## src/hdl/sij_pkg.sv

```systemverilog
// Shared types and constants of sorted_interval_join.
// Depends on nothing; the module files refer to it by scoped names.
package sij_pkg;

   localparam int TABLE_DEPTH_DEFAULT = 64;
   localparam int VALUE_WIDTH_DEFAULT = 32;

   localparam logic [1:0] CMD_LOAD  = 2'd0;
   localparam logic [1:0] CMD_QUERY = 2'd1;
   localparam logic [1:0] CMD_CLEAR = 2'd2;

   typedef enum logic [1:0] {
      OP_LOAD,
      OP_QUERY,
      OP_CLEAR
   } op_type;

   typedef struct packed {
      logic   valid;
      op_type op;
   } front_status_type;

   typedef struct packed {
      logic push;
      logic last;
   } rsp_ctl_type;

   typedef enum logic [2:0] {
      ST_IDLE,
      ST_FIRST,
      ST_SKIP,
      ST_EMIT,
      ST_FLUSH
   } eng_state_type;

endpackage

```

## src/hdl/sij_front.sv

```systemverilog
// Front end of sorted_interval_join: takes request beats, decodes the command
// and holds decoded items in a two-entry queue for the engine. Uses sij_pkg.
module sij_front #(
   parameter int VALUE_WIDTH = sij_pkg::VALUE_WIDTH_DEFAULT
) (
   input  logic                          clock,
   input  logic                          reset,
   input  logic                          req_push,
   output logic                          req_full,
   input  logic [1:0]                    req_cmd,
   input  logic signed [VALUE_WIDTH-1:0] req_key,
   input  logic signed [VALUE_WIDTH-1:0] req_high_bound,
   output sij_pkg::front_status_type     fe,
   output logic signed [VALUE_WIDTH-1:0] fe_key,
   output logic signed [VALUE_WIDTH-1:0] fe_high,
   input  logic                          fe_pop
);

   sij_pkg::op_type             op_q   [2];
   logic signed [VALUE_WIDTH-1:0] key_q  [2];
   logic signed [VALUE_WIDTH-1:0] high_q [2];

   logic       wr_ptr_ff, wr_ptr_in;
   logic       rd_ptr_ff, rd_ptr_in;
   logic [1:0] cnt_ff, cnt_in;

   logic            accept;
   logic            cmd_ok;
   logic            enq;
   sij_pkg::op_type dec_op;

   always_comb begin
      cmd_ok = 1'b1;
      dec_op = sij_pkg::OP_LOAD;
      unique case (req_cmd)
         sij_pkg::CMD_LOAD:  dec_op = sij_pkg::OP_LOAD;
         sij_pkg::CMD_QUERY: dec_op = sij_pkg::OP_QUERY;
         sij_pkg::CMD_CLEAR: dec_op = sij_pkg::OP_CLEAR;
         default:            cmd_ok = 1'b0;
      endcase
   end

   assign req_full = (cnt_ff == 2'd2);
   assign accept   = req_push && !req_full;
   // drop beats with an unused command
   assign enq      = accept && cmd_ok;

   always_comb begin
      wr_ptr_in = enq    ? ~wr_ptr_ff : wr_ptr_ff;
      rd_ptr_in = fe_pop ? ~rd_ptr_ff : rd_ptr_ff;
      cnt_in    = cnt_ff + {1'b0, enq} - {1'b0, fe_pop};
   end

   always_ff @(posedge clock) begin
      if (reset) begin
         wr_ptr_ff <= 1'b0;
         rd_ptr_ff <= 1'b0;
         cnt_ff    <= 2'd0;
      end else begin
         wr_ptr_ff <= wr_ptr_in;
         rd_ptr_ff <= rd_ptr_in;
         cnt_ff    <= cnt_in;
      end
   end

   always_ff @(posedge clock) begin
      if (enq) begin
         op_q[wr_ptr_ff]   <= dec_op;
         key_q[wr_ptr_ff]  <= req_key;
         high_q[wr_ptr_ff] <= req_high_bound;
      end
   end

   assign fe.valid = (cnt_ff != 2'd0);
   assign fe.op    = op_q[rd_ptr_ff];
   assign fe_key   = key_q[rd_ptr_ff];
   assign fe_high  = high_q[rd_ptr_ff];

endmodule

```

## src/hdl/sij_engine.sv

```systemverilog
// Back end of sorted_interval_join: interval table memory, scan pointer and
// the sequencer that walks the table for each query. Uses sij_pkg.
module sij_engine #(
   parameter int TABLE_DEPTH = sij_pkg::TABLE_DEPTH_DEFAULT,
   parameter int VALUE_WIDTH = sij_pkg::VALUE_WIDTH_DEFAULT
) (
   input  logic                          clock,
   input  logic                          reset,
   input  sij_pkg::front_status_type     fe,
   input  logic signed [VALUE_WIDTH-1:0] fe_key,
   input  logic signed [VALUE_WIDTH-1:0] fe_high,
   output logic                          fe_pop,
   input  logic                          rsp_full,
   output sij_pkg::rsp_ctl_type          rsp_ctl,
   output logic signed [VALUE_WIDTH-1:0] rsp_key,
   output logic signed [VALUE_WIDTH-1:0] rsp_low,
   output logic signed [VALUE_WIDTH-1:0] rsp_high
);

   localparam int IDX_W = (TABLE_DEPTH > 1) ? $clog2(TABLE_DEPTH) : 1;
   localparam int CNT_W = $clog2(TABLE_DEPTH + 1);
   localparam logic [CNT_W-1:0] DEPTH_CNT = CNT_W'(TABLE_DEPTH);

   logic signed [VALUE_WIDTH-1:0] low_mem  [TABLE_DEPTH];
   logic signed [VALUE_WIDTH-1:0] high_mem [TABLE_DEPTH];

   sij_pkg::eng_state_type state_ff, state_in;
   logic [CNT_W-1:0] count_ff, count_in;
   logic [CNT_W-1:0] scan_ff, scan_in;
   logic [CNT_W-1:0] cur_ff, cur_in;
   logic signed [VALUE_WIDTH-1:0] key_ff, key_in;
   logic signed [VALUE_WIDTH-1:0] rd_low_ff, rd_high_ff;
   logic signed [VALUE_WIDTH-1:0] pend_low_ff, pend_high_ff;

   logic             mem_we;
   logic             rd_en;
   logic [CNT_W-1:0] rd_addr;
   logic             load_pend;
   logic [CNT_W-1:0] next_idx;
   logic             has_next;
   logic             key_lt_low;
   logic             key_gt_high;
   logic             in_range;
   logic             table_full;

   assign next_idx    = cur_ff + 1'b1;
   assign has_next    = (next_idx < count_ff);
   assign key_lt_low  = (key_ff < rd_low_ff);
   assign key_gt_high = (key_ff > rd_high_ff);
   assign in_range    = !key_lt_low && !key_gt_high;
   assign table_full  = (count_ff >= DEPTH_CNT);

   always_comb begin
      state_in = state_ff;
      unique case (state_ff)
         sij_pkg::ST_IDLE: begin
            if (fe.valid && fe.op == sij_pkg::OP_QUERY && scan_ff < count_ff) begin
               state_in = sij_pkg::ST_FIRST;
            end
         end
         sij_pkg::ST_FIRST, sij_pkg::ST_SKIP: begin
            if (state_ff == sij_pkg::ST_FIRST && key_lt_low) begin
               state_in = sij_pkg::ST_IDLE;
            end else if (key_gt_high) begin
               state_in = has_next ? sij_pkg::ST_SKIP : sij_pkg::ST_IDLE;
            end else if (!key_lt_low) begin
               state_in = has_next ? sij_pkg::ST_EMIT : sij_pkg::ST_FLUSH;
            end else begin
               state_in = sij_pkg::ST_IDLE;
            end
         end
         sij_pkg::ST_EMIT: begin
            if (!rsp_full) begin
               if (in_range) begin
                  state_in = has_next ? sij_pkg::ST_EMIT : sij_pkg::ST_FLUSH;
               end else begin
                  state_in = sij_pkg::ST_IDLE;
               end
            end
         end
         sij_pkg::ST_FLUSH: begin
            if (!rsp_full) begin
               state_in = sij_pkg::ST_IDLE;
            end
         end
         default: state_in = sij_pkg::ST_IDLE;
      endcase
   end

   always_comb begin
      fe_pop       = 1'b0;
      mem_we       = 1'b0;
      rd_en        = 1'b0;
      rd_addr      = cur_ff;
      load_pend    = 1'b0;
      rsp_ctl.push = 1'b0;
      rsp_ctl.last = 1'b0;
      count_in     = count_ff;
      scan_in      = scan_ff;
      cur_in       = cur_ff;
      key_in       = key_ff;
      unique case (state_ff)
         sij_pkg::ST_IDLE: begin
            if (fe.valid) begin
               fe_pop = 1'b1;
               case (fe.op)
                  sij_pkg::OP_LOAD: begin
                     if (!table_full) begin
                        mem_we   = 1'b1;
                        count_in = count_ff + 1'b1;
                     end
                  end
                  sij_pkg::OP_CLEAR: begin
                     count_in = '0;
                     scan_in  = '0;
                  end
                  sij_pkg::OP_QUERY: begin
                     key_in = fe_key;
                     if (scan_ff < count_ff) begin
                        rd_en   = 1'b1;
                        rd_addr = scan_ff;
                        cur_in  = scan_ff;
                     end
                  end
                  default: ;
               endcase
            end
         end
         sij_pkg::ST_FIRST, sij_pkg::ST_SKIP: begin
            if (state_ff == sij_pkg::ST_FIRST && key_lt_low) begin
               // key below the pointed interval: stop
            end else if (key_gt_high) begin
               scan_in = next_idx;
               if (has_next) begin
                  rd_en   = 1'b1;
                  rd_addr = next_idx;
                  cur_in  = next_idx;
               end
            end else if (!key_lt_low) begin
               load_pend = 1'b1;
               if (has_next) begin
                  rd_en   = 1'b1;
                  rd_addr = next_idx;
                  cur_in  = next_idx;
               end
            end
         end
         sij_pkg::ST_EMIT: begin
            if (!rsp_full) begin
               rsp_ctl.push = 1'b1;
               rsp_ctl.last = !in_range;
               if (in_range) begin
                  load_pend = 1'b1;
                  if (has_next) begin
                     rd_en   = 1'b1;
                     rd_addr = next_idx;
                     cur_in  = next_idx;
                  end
               end
            end
         end
         sij_pkg::ST_FLUSH: begin
            if (!rsp_full) begin
               rsp_ctl.push = 1'b1;
               rsp_ctl.last = 1'b1;
            end
         end
         default: ;
      endcase
   end

   always_ff @(posedge clock) begin
      if (reset) begin
         state_ff <= sij_pkg::ST_IDLE;
         count_ff <= '0;
         scan_ff  <= '0;
      end else begin
         state_ff <= state_in;
         count_ff <= count_in;
         scan_ff  <= scan_in;
      end
   end

   always_ff @(posedge clock) begin
      cur_ff <= cur_in;
      key_ff <= key_in;
      if (load_pend) begin
         pend_low_ff  <= rd_low_ff;
         pend_high_ff <= rd_high_ff;
      end
   end

   always_ff @(posedge clock) begin
      if (mem_we) begin
         low_mem[count_ff[IDX_W-1:0]]  <= fe_key;
         high_mem[count_ff[IDX_W-1:0]] <= fe_high;
      end
   end

   always_ff @(posedge clock) begin
      if (rd_en) begin
         rd_low_ff  <= low_mem[rd_addr[IDX_W-1:0]];
         rd_high_ff <= high_mem[rd_addr[IDX_W-1:0]];
      end
   end

   assign rsp_key  = key_ff;
   assign rsp_low  = pend_low_ff;
   assign rsp_high = pend_high_ff;

endmodule

```

## src/hdl/sij_rsp_buf.sv

```systemverilog
// Result queue of sorted_interval_join: two entries between the engine and
// the response port, so the engine keeps going while a beat waits. Uses sij_pkg.
module sij_rsp_buf #(
   parameter int VALUE_WIDTH = sij_pkg::VALUE_WIDTH_DEFAULT
) (
   input  logic                          clock,
   input  logic                          reset,
   input  sij_pkg::rsp_ctl_type          ctl,
   input  logic signed [VALUE_WIDTH-1:0] in_key,
   input  logic signed [VALUE_WIDTH-1:0] in_low,
   input  logic signed [VALUE_WIDTH-1:0] in_high,
   output logic                          full,
   output logic                          rsp_empty,
   input  logic                          rsp_pop,
   output logic signed [VALUE_WIDTH-1:0] rsp_matched_key,
   output logic signed [VALUE_WIDTH-1:0] rsp_matched_low,
   output logic signed [VALUE_WIDTH-1:0] rsp_matched_high,
   output logic                          rsp_last_match
);

   localparam int ENTRY_W = 3 * VALUE_WIDTH + 1;

   logic [ENTRY_W-1:0] entry_q [2];
   logic [ENTRY_W-1:0] head;

   logic       wr_ptr_ff, wr_ptr_in;
   logic       rd_ptr_ff, rd_ptr_in;
   logic [1:0] cnt_ff, cnt_in;
   logic       enq;
   logic       deq;

   assign full      = (cnt_ff == 2'd2);
   assign rsp_empty = (cnt_ff == 2'd0);
   assign enq       = ctl.push && !full;
   assign deq       = rsp_pop && !rsp_empty;

   always_comb begin
      wr_ptr_in = enq ? ~wr_ptr_ff : wr_ptr_ff;
      rd_ptr_in = deq ? ~rd_ptr_ff : rd_ptr_ff;
      cnt_in    = cnt_ff + {1'b0, enq} - {1'b0, deq};
   end

   always_ff @(posedge clock) begin
      if (reset) begin
         wr_ptr_ff <= 1'b0;
         rd_ptr_ff <= 1'b0;
         cnt_ff    <= 2'd0;
      end else begin
         wr_ptr_ff <= wr_ptr_in;
         rd_ptr_ff <= rd_ptr_in;
         cnt_ff    <= cnt_in;
      end
   end

   always_ff @(posedge clock) begin
      if (enq) begin
         entry_q[wr_ptr_ff] <= {in_key, in_low, in_high, ctl.last};
      end
   end

   assign head             = entry_q[rd_ptr_ff];
   assign rsp_matched_key  = head[ENTRY_W-1 -: VALUE_WIDTH];
   assign rsp_matched_low  = head[2*VALUE_WIDTH -: VALUE_WIDTH];
   assign rsp_matched_high = head[VALUE_WIDTH -: VALUE_WIDTH];
   assign rsp_last_match   = head[0];

endmodule

```

## src/hdl/sorted_interval_join.sv

```systemverilog
// sorted_interval_join: joins an ascending key stream against a stored,
// sorted list of closed intervals.
//
// Request side is a queue port: a beat is taken when req_push is high and
// req_full is low. req_cmd selects load (append [req_key, req_high_bound]),
// query (req_key), or clear (empty the table, rewind the scan pointer);
// the unused code is taken and dropped. Loads into a full table are dropped.
// Result side is a queue port: the oldest result sits on rsp_* while
// rsp_empty is low and leaves when rsp_pop is high. Each query gives one
// beat per matching interval, the final one with rsp_last_match set, or
// none. A two-entry request queue and a two-entry result queue decouple the
// ports from the table sequencer.
// The sequencer walks the table for a query, skipping intervals that lie
// below the key and then reading the matches; its pace is set by the single
// read port of the table memory, one entry per cycle while the result queue
// has room. When the receiver stalls the sequencer holds once the result
// queue fills, then the request queue fills and req_full rises. Reset
// empties both queues, the table and the scan pointer; no clearing pass is
// needed.
module sorted_interval_join #(
   parameter int TABLE_DEPTH = sij_pkg::TABLE_DEPTH_DEFAULT,
   parameter int VALUE_WIDTH = sij_pkg::VALUE_WIDTH_DEFAULT
) (
   input  logic                          clock,
   input  logic                          reset,
   input  logic                          req_push,
   output logic                          req_full,
   input  logic [1:0]                    req_cmd,
   input  logic signed [VALUE_WIDTH-1:0] req_key,
   input  logic signed [VALUE_WIDTH-1:0] req_high_bound,
   output logic                          rsp_empty,
   input  logic                          rsp_pop,
   output logic signed [VALUE_WIDTH-1:0] rsp_matched_key,
   output logic signed [VALUE_WIDTH-1:0] rsp_matched_low,
   output logic signed [VALUE_WIDTH-1:0] rsp_matched_high,
   output logic                          rsp_last_match
);

   sij_pkg::front_status_type     fe;
   logic signed [VALUE_WIDTH-1:0] fe_key;
   logic signed [VALUE_WIDTH-1:0] fe_high;
   logic                          fe_pop;
   sij_pkg::rsp_ctl_type          eng_ctl;
   logic signed [VALUE_WIDTH-1:0] eng_key;
   logic signed [VALUE_WIDTH-1:0] eng_low;
   logic signed [VALUE_WIDTH-1:0] eng_high;
   logic                          buf_full;

   sij_front #(
      .VALUE_WIDTH (VALUE_WIDTH)
   ) u_front (
      .clock          (clock),
      .reset          (reset),
      .req_push       (req_push),
      .req_full       (req_full),
      .req_cmd        (req_cmd),
      .req_key        (req_key),
      .req_high_bound (req_high_bound),
      .fe             (fe),
      .fe_key         (fe_key),
      .fe_high        (fe_high),
      .fe_pop         (fe_pop)
   );

   sij_engine #(
      .TABLE_DEPTH (TABLE_DEPTH),
      .VALUE_WIDTH (VALUE_WIDTH)
   ) u_engine (
      .clock    (clock),
      .reset    (reset),
      .fe       (fe),
      .fe_key   (fe_key),
      .fe_high  (fe_high),
      .fe_pop   (fe_pop),
      .rsp_full (buf_full),
      .rsp_ctl  (eng_ctl),
      .rsp_key  (eng_key),
      .rsp_low  (eng_low),
      .rsp_high (eng_high)
   );

   sij_rsp_buf #(
      .VALUE_WIDTH (VALUE_WIDTH)
   ) u_rsp_buf (
      .clock            (clock),
      .reset            (reset),
      .ctl              (eng_ctl),
      .in_key           (eng_key),
      .in_low           (eng_low),
      .in_high          (eng_high),
      .full             (buf_full),
      .rsp_empty        (rsp_empty),
      .rsp_pop          (rsp_pop),
      .rsp_matched_key  (rsp_matched_key),
      .rsp_matched_low  (rsp_matched_low),
      .rsp_matched_high (rsp_matched_high),
      .rsp_last_match   (rsp_last_match)
   );

endmodule

```

## config.mk

```make
export PLATFORM = sky130hd
export DESIGN_NAME = sorted_interval_join
export DESIGN_NICKNAME = d
export VERILOG_FILES = /design/src/hdl/sij_pkg.sv /design/src/hdl/sij_front.sv /design/src/hdl/sij_engine.sv /design/src/hdl/sij_rsp_buf.sv /design/src/hdl/sorted_interval_join.sv
export SDC_FILE = /design/constraint.sdc
export NUM_CORES = 2
export LEC_CHECK = 0
export BUFFER_PORTS_ARGS = -buffer_cell sky130_fd_sc_hd__buf_2
export CAP_MARGIN = 5
export CORE_MARGIN = 10
export CORE_UTILIZATION = 25
export CTS_BUF_LIST = sky130_fd_sc_hd__clkbuf_16
export DETAILED_ROUTE_END_ITERATION = 16
export SLEW_MARGIN = 10
export SYNTH_ARGS = -nofsm -noshare
export SYNTH_HDL_FRONTEND = slang
export SYNTH_HIERARCHICAL = 1
export SYNTH_MEMORY_MAX_BITS = 65536
export SYNTH_SLANG_ARGS = --single-unit
```

## constraint.sdc

```tcl
create_clock -name clock -period 7.53 [get_ports clock]
set_input_delay 0.3765 -clock clock [delete_from_list [all_inputs] [get_ports clock]]
set_output_delay 0.3765 -clock clock [all_outputs]
set_load 0.005 [all_outputs]
```

==> Word level (Yosys, flattened, before mapping) <==
Memory sizes are Yosys's and may differ from the RTL's. A register that Yosys moved wholly into a read port is not among the register bits.
Index checks and enable logic that the tools add are counted.
{ "totals": {"reg_bits": 128, "ramBits": 4422, "input_bits": 70, "elab_cells": 154, "memories": 6} }
{ "classes": {"addsub": 6, "magnitude_cmp": 5, "eq_ne": 22, "muxes": 68, "bitwise": 4, "reduce_logical": 29} }
{ "memory_table": {"columns": ["memory", "depth", "width", "read_ports", "rd_ports_with_merged_regs", "write_ports", "line", "text"], "rows": [
  ["u_engine.high_mem", 64, 32, 1, 1, 1, "sij_engine.sv:25", "logic signed [VALUE_WIDTH-1:0] high_mem [TABLE_DEPTH];"],
  ["u_engine.low_mem", 64, 32, 1, 1, 1, "sij_engine.sv:24", "logic signed [VALUE_WIDTH-1:0] low_mem [TABLE_DEPTH];"],
  ["u_rsp_buf.entry_q", 2, 97, 1, 1, 1, "sij_rsp_buf.sv:23", "logic [ENTRY_W-1:0] entry_q [2];"],
  ["u_front.high_q", 2, 32, 1, 1, 1, "sij_front.sv:21", "logic signed [VALUE_WIDTH-1:0] high_q [2];"],
  ["u_front.key_q", 2, 32, 1, 1, 1, "sij_front.sv:20", "logic signed [VALUE_WIDTH-1:0] key_q [2];"],
  ["u_front.op_q", 2, 2, 1, 1, 1, "sij_front.sv:19", "sij_pkg::op_type op_q [2];"]
]} }
{ "op_table": {"columns": ["operator", "count"], "rows": [
  ["two-way mux 7 bit", 14],
  ["two-way mux 1 bit", 35],
  ["> comparator 32 bit", 1],
  ["less-than comparator 32 bit", 1],
  ["case mux 7 bit (2 select lines)", 2],
  ["two-way mux 3 bit", 8],
  ["case mux 7 bit (3 select lines)", 1],
  ["adder 7 x 1 -> 7 bit (second input constant)", 2],
  ["less-than comparator 7 bit", 2],
  ["!= test 2 x 1 -> 1 bit (second input constant)", 6],
  ["case mux 3 bit (4 select lines)", 1],
  ["!= test 2 bit (second input constant)", 5],
  ["== test 2 bit (second input constant)", 4],
  ["logical AND 1 bit", 8],
  ["case mux 2 bit (2 select lines)", 2],
  ["AND reduction 8 bit", 1],
  [">= comparator 7 bit (second input constant)", 1],
  ["== test 3 x 2 -> 1 bit (second input constant)", 2],
  ["logical NOT 1 bit", 6],
  ["logical NOT 2 bit", 3],
  ["two-way mux 2 bit", 3],
  ["AND reduction 3 bit", 2],
  ["nonzero test 2 bit", 3],
  ["AND reduction 5 bit", 1],
  ["14 further kinds", 20]
]} }

==> Logic depth before layout (Yosys ltp) <==
{ "depth": {"word_depth": 9, "depth_mapped": 26, "mapped_depth_nobuf": 19} }

==> By module <==
Netlist, hierarchy kept.
{ "modules_own_cells": {"columns": ["module", "n_inst", "cells_each", "area_each_um2", "seq_area_each_um2"], "rows": [
  ["sij_engine", 1, 9437, 165944.2, 128293.0],
  ["sij_rsp_buf", 1, 329, 7349.5, 5925.7],
  ["sij_front", 1, 233, 5188.7, 4063.9]
]} }

==> Least setup slack after synthesis <==
OpenSTA, ideal clock, no wires.
{ "synth_timing": {"path_kind": "register -> register", "start": "register u_engine.state_ff[2]", "end": "memory u_engine/high_mem[31][0] (netlist bit) (enable)", "setup_ps": 565, "arrival_ps": 5968, "required_ps": 6965, "slack_ps": 997, "path_stages_with_launch": 8, "path_buffers": 2, "period_less_slack_ps": 6533, "cell_sequence": "dfxtp_1 -> clkbuf_1 -> nor3_1 -> nand2_1 -> or2_2 -> or3_1 -> clkbuf_1 -> nor3_1"} }
{ "synth_via": {"elab_chain_len": 4} }
{ "synth_lines": {"columns": ["element", "line", "text"], "rows": [
  ["from (decl)", "sij_engine.sv:27", "sij_pkg::eng_state_type state_ff, state_in;"],
  ["from (signal assigned)", "sij_engine.sv:174", "state_ff <= sij_pkg::ST_IDLE;"],
  ["from (signal assigned)", "sij_engine.sv:178", "state_ff <= state_in;"],
  ["logical NOT 3 bit", "sij_engine.sv:102", "unique case (state_ff)"],
  ["two-way mux 1 bit", "sij_engine.sv:102", null],
  ["two-way mux 1 bit", "sij_engine.sv:194", "if (mem_we) begin"],
  ["two-way mux 1 bit (not written as such)", "sij_engine.sv:196", "high_mem[count_ff[IDX_W-1:0]] <= fe_high;"],
  ["to (decl)", "sij_engine.sv:25", null]
]} }
No other way between the ends.

==> Worst setup path in the final report <==
{ "layout_timing": {"start": "register u_engine.rd_low_ff[2], read port of u_engine.low_mem", "end": "register u_engine.rd_low_ff[29], read port of u_engine.low_mem, data pin"} }
{ "layout_via": {"elab_chain_len": 6, "elab_cells_between_ends": 16} }
{ "layout_lines": {"columns": ["element", "line", "text"], "rows": [
  ["from (decl)", "sij_engine.sv:32", "logic signed [VALUE_WIDTH-1:0] rd_low_ff, rd_high_ff;"],
  ["less-than comparator 32 bit *", "sij_engine.sv:48", "assign key_lt_low = (key_ff < rd_low_ff);"],
  ["logical NOT 1 bit", "sij_engine.sv:50", "assign in_range = !key_lt_low && !key_gt_high;"],
  ["logical AND 1 bit", "sij_engine.sv:50", null],
  ["two-way mux 7 bit or two-way mux 1 bit (tied branches)", "sij_engine.sv:152", "if (in_range) begin"],
  ["two-way mux 7 bit or two-way mux 1 bit (tied branches)", "sij_engine.sv:149", "if (!rsp_full) begin"],
  ["case mux 7 bit (3 select lines) or case mux 1 bit (3 select lines) (tied branches)", "sij_engine.sv:102", null]
]} }
Mark *: on every way between the ends. The rest lies on a longest branch, timed or not. The select of a mux whose other input is x is not followed.
A chain may end at the register's enable or synchronous reset.

==> results.json <==
{
  "regArea_um2": 138000,
  "overflow": 0,
  "path_cells": "inv_1, ha_1, a211oi_1, o21ai_0, a211oi_1, o41a_1, o21ai_0, a22o_1, nor4_2, and2_4, buf_12, buf_12, buf_4, mux4_2, a22o_1, a211oi_2, nand3_1, or4_1",
  "r2r-start": "u_engine/rd_low_ff[2]",
  "nets": 10620,
  "drive_gt1_frac": 0.181,
  "gp_congestion": 0.820,
  "worstHoldPathCells": 2,
  "arrival_ns": 7.92,
  "ys_top_cells_by_area": "edfxtp_1 77%, mux4_2 6.5%, nand2_1 2.2%",
  "yosysUniqueCellTypes": 84,
  "post_dp_cell_area_um2": 193000,
  "num_rows": 310,
  "fp.dieW_um": 865,
  "final_antenna_net_count": 0,
  "drc": 0,
  "power_density_nw_per_um2": 305,
  "cts-root-buf": "clkbuf_16",
  "grt_pass1_vias": 94920,
  "cp_max_fo": 40,
  "cts_max_level": 5,
  "irDropWorstVdd_v": 0.000249,
  "post-route-util": 0.293,
  "coreArea_um2": 712000,
  "fin_tns_setup_ns": 0,
  "status": "completed",
  "synth_edf_count": 4583,
  "leakagePower_nw": 66.0,
  "required_ns": 8.23,
  "clkSinkCount": 4616,
  "critPathMaxStageDelay_ns": 0.89,
  "fin_area_um2": 208000,
  "rsz0062_at_grt": "false",
  "post-route-min-period_ns": 7.23,
  "cts_buffers": 456,
  "fin_cells": 20408,
  "wl_per_cell_um": 26.4,
  "synth_seq_cells": 4616,
  "drt_pass1_iterations": 6,
  "setup_ws_ns": 0.304,
  "dp_hpwl_um": 300000,
  "synth_area_um2": 178000,
  "power_mw": 63.5,
  "grt_max_degree": 161,
  "syn_nets": 10150,
  "synth_top_area_frac": 0.771,
  "post-cts-setup-buffers": 0,
  "period_share": 0.960,
  "end_kind": "register",
  "first_iter_violations": 13431,
  "r2r_end": "u_engine/rd_low_ff[29]",
  "ios": 169,
  "path_buf_inv": 4,
  "holdCritPathClass": "primary input to register",
  "cap_violations": 0,
  "ys.flop_type": "edfxtp_1",
  "holdWs_ns": 0.174,
  "viasPerCell": 4.86,
  "r2r_slack_ns": 0.30,
  "critPathTopFamily": "compound AO/OA/AOI/OAI gates",
  "crit_path_top_delay_cell": "or4_1",
  "die_area_um2": 748000,
  "grt_pass1_wl_um": 752000,
  "antenna_found_initial": 118,
  "maxSlewViolCount": 0,
  "relSlewSlack": 0.167,
  "preCtsSetupSlack_ns": 0.00680,
  "port-buffer-count": 168,
  "setup_viol": 0,
  "critPathLaunchType": "register",
  "start_util": 0.251,
  "wirelength_um": 539000,
  "area_growth_pct": 16.7,
  "dieHeight_um": 865,
  "holdPathEnd": "u_front/high_q[0][12]",
  "grt_use_total": 0.138,
  "seq_area_frac_synth": 0.775,
  "synthArstFlopShare": 0,
  "syn-mean-instance-area_um2": 17.9,
  "cts_max_path_buffers": 4,
  "clkLatencyLatePin_ns": 1.07,
  "routed-via-count": 99269,
  "skew_ns": 0.0843,
  "yosysWarnings": 6,
  "fmax_mhz": 138,
  "hold_violations": 0,
  "worstRegToRegCells": 18,
  "worstSetupStartpoint": "u_engine/rd_low_ff[2]",
  "synthCells": 9999,
  "hp-start": "req_high_bound[12]",
  "critPathKind": "register to register",
  "worstMarginPinSlew_ns": 1.25,
  "yosysTopAreaCell": "edfxtp_1",
  "nFillCells": 69743,
  "multiInputGateArea_um2": 37800,
  "cts_tree": "built",
  "place_inst": 19456,
  "clk_pin_slew_ns": 0.06
}
==> power breakdown <==
group          total, mW  internal [mW]  switching (mW)
sequential          31.3           31.0           0.262
clock               22.0           12.2            9.85
combinational       10.2           2.89            7.31
==> cells in the mapped netlist, types with 7 or more instances <==
cell type / n
o22ai_1: 44
dfxtp_1: 33
mux2i_1: 173
buf_6: 35
ha_1: 81
a21o_1: 22
buf_1: 40
nand2_1: 1068
inv_1: 86
nor2b_1: 59
a211o_1: 72
buf_4: 39
or2_2: 18
a2111oi_0: 54
mux2_4: 71
nor4bb_1: 17
nand2b_1: 20
mux2_2: 94
nor2_1: 396
nand3_1: 385
and2_1: 8
a211oi_1: 106
or2_1: 22
and3_1: 141
a31oi_1: 120
a221oi_1: 20
edfxtp_1: 4583
a41oi_1: 40
a32oi_1: 23
a211oi_2: 13
clkbuf_1: 302
xnor2_1: 7
or4_1: 42
a22oi_1: 139
nor3_1: 17
o211ai_1: 26
o21ai_0: 213
or3_1: 19
a22o_1: 204
a21oi_1: 355
mux4_2: 512
buf_2: 163
nand4_1: 33
==> metal layers <==
metal,share of wire,global-route usage
met3,0.099,0.0318
met5,0.00063,0
met1,0.42,0.194
met2,0.45,0.213
met4,0.029,0.0360
==> cell families after synthesis <==
kind of cell | Yosys count | synth area share
buffers and inverters | 672 | 0.0176
muxes | 850 | 0.0862
DFF | 4616 | 0.775
adders and majority gates | 81 | 0.00568
AOI/OAI and AO/OA | 1486 | 0.0572
xor gates and xnor gates | 13 | 0.000638
and+or+nand+nor | 2281 | 0.0579
==> state kept, by name (all words and copies together) (netlist names), 64 cells and up, named ones only <==
register and flops:
u_engine/high_mem 2048, u_front/high_q 64, u_engine/low_mem 2048, u_front/key_q 64, u_rsp_buf/entry_q 194
==> worst max path at each step <==
| stage | end | slack (ns) | depth (start not counted) |
|---|---|---|---|
| floorplan | u_engine/high_mem[31][0] | 1.0 | 7 |
| global placement | u_engine/rd_high_ff[20] | -0.05 | 18 |
| detailed placement | u_engine/rd_high_ff[20] | 0.007 | 17 |
| CTS | u_engine/rd_high_ff[29] | 0.17 | 18 |
| global route | u_engine/rd_low_ff[28] | 0.03 | 16 |
| finish | u_engine/rd_low_ff[29] | 0.30 | 18 |
==> area by class of cell <==
cell class / count / share of cell area
inverter: 93 / 0.00184
timing repair buffer: 591 / 0.0262
clock inverter: 382 / 0.0143
sequential: 4616 / 0.664
clock buffer: 457 / 0.0549
tap: 9516 / 0.0572
multi-input combinational: 4711 / 0.181
antenna: 42 / 0.000505
==> layout by cell type (no fill, tap or decap), drive strengths merged, types with 42 or more instances in the layout <==
cell            n
ha             81
or2            45
nand3         385
a211oi        120
clkbuf        457
a22o          204
a211o          72
a2111oi        54
clkinv        219
edfxtp       4583
diode          42
or4            42
nand2        1068
mux2          165
o22ai          44
dlygate4sd3    70
mux4          512
a31oi         120
mux2i         173
nor2b          60
inv           216
nor2          401
o21ai         214
buf           521
a21oi         357
a22oi         139
and3          141
==> what timing repair did <==
action	4_1_cts	5_1_grt
resized for setup	1	4
setup endpoints to repair	1	4
hold endpoints to repair	164	0
hold buffers	70	0
Power figures use the tool's default switching activity.
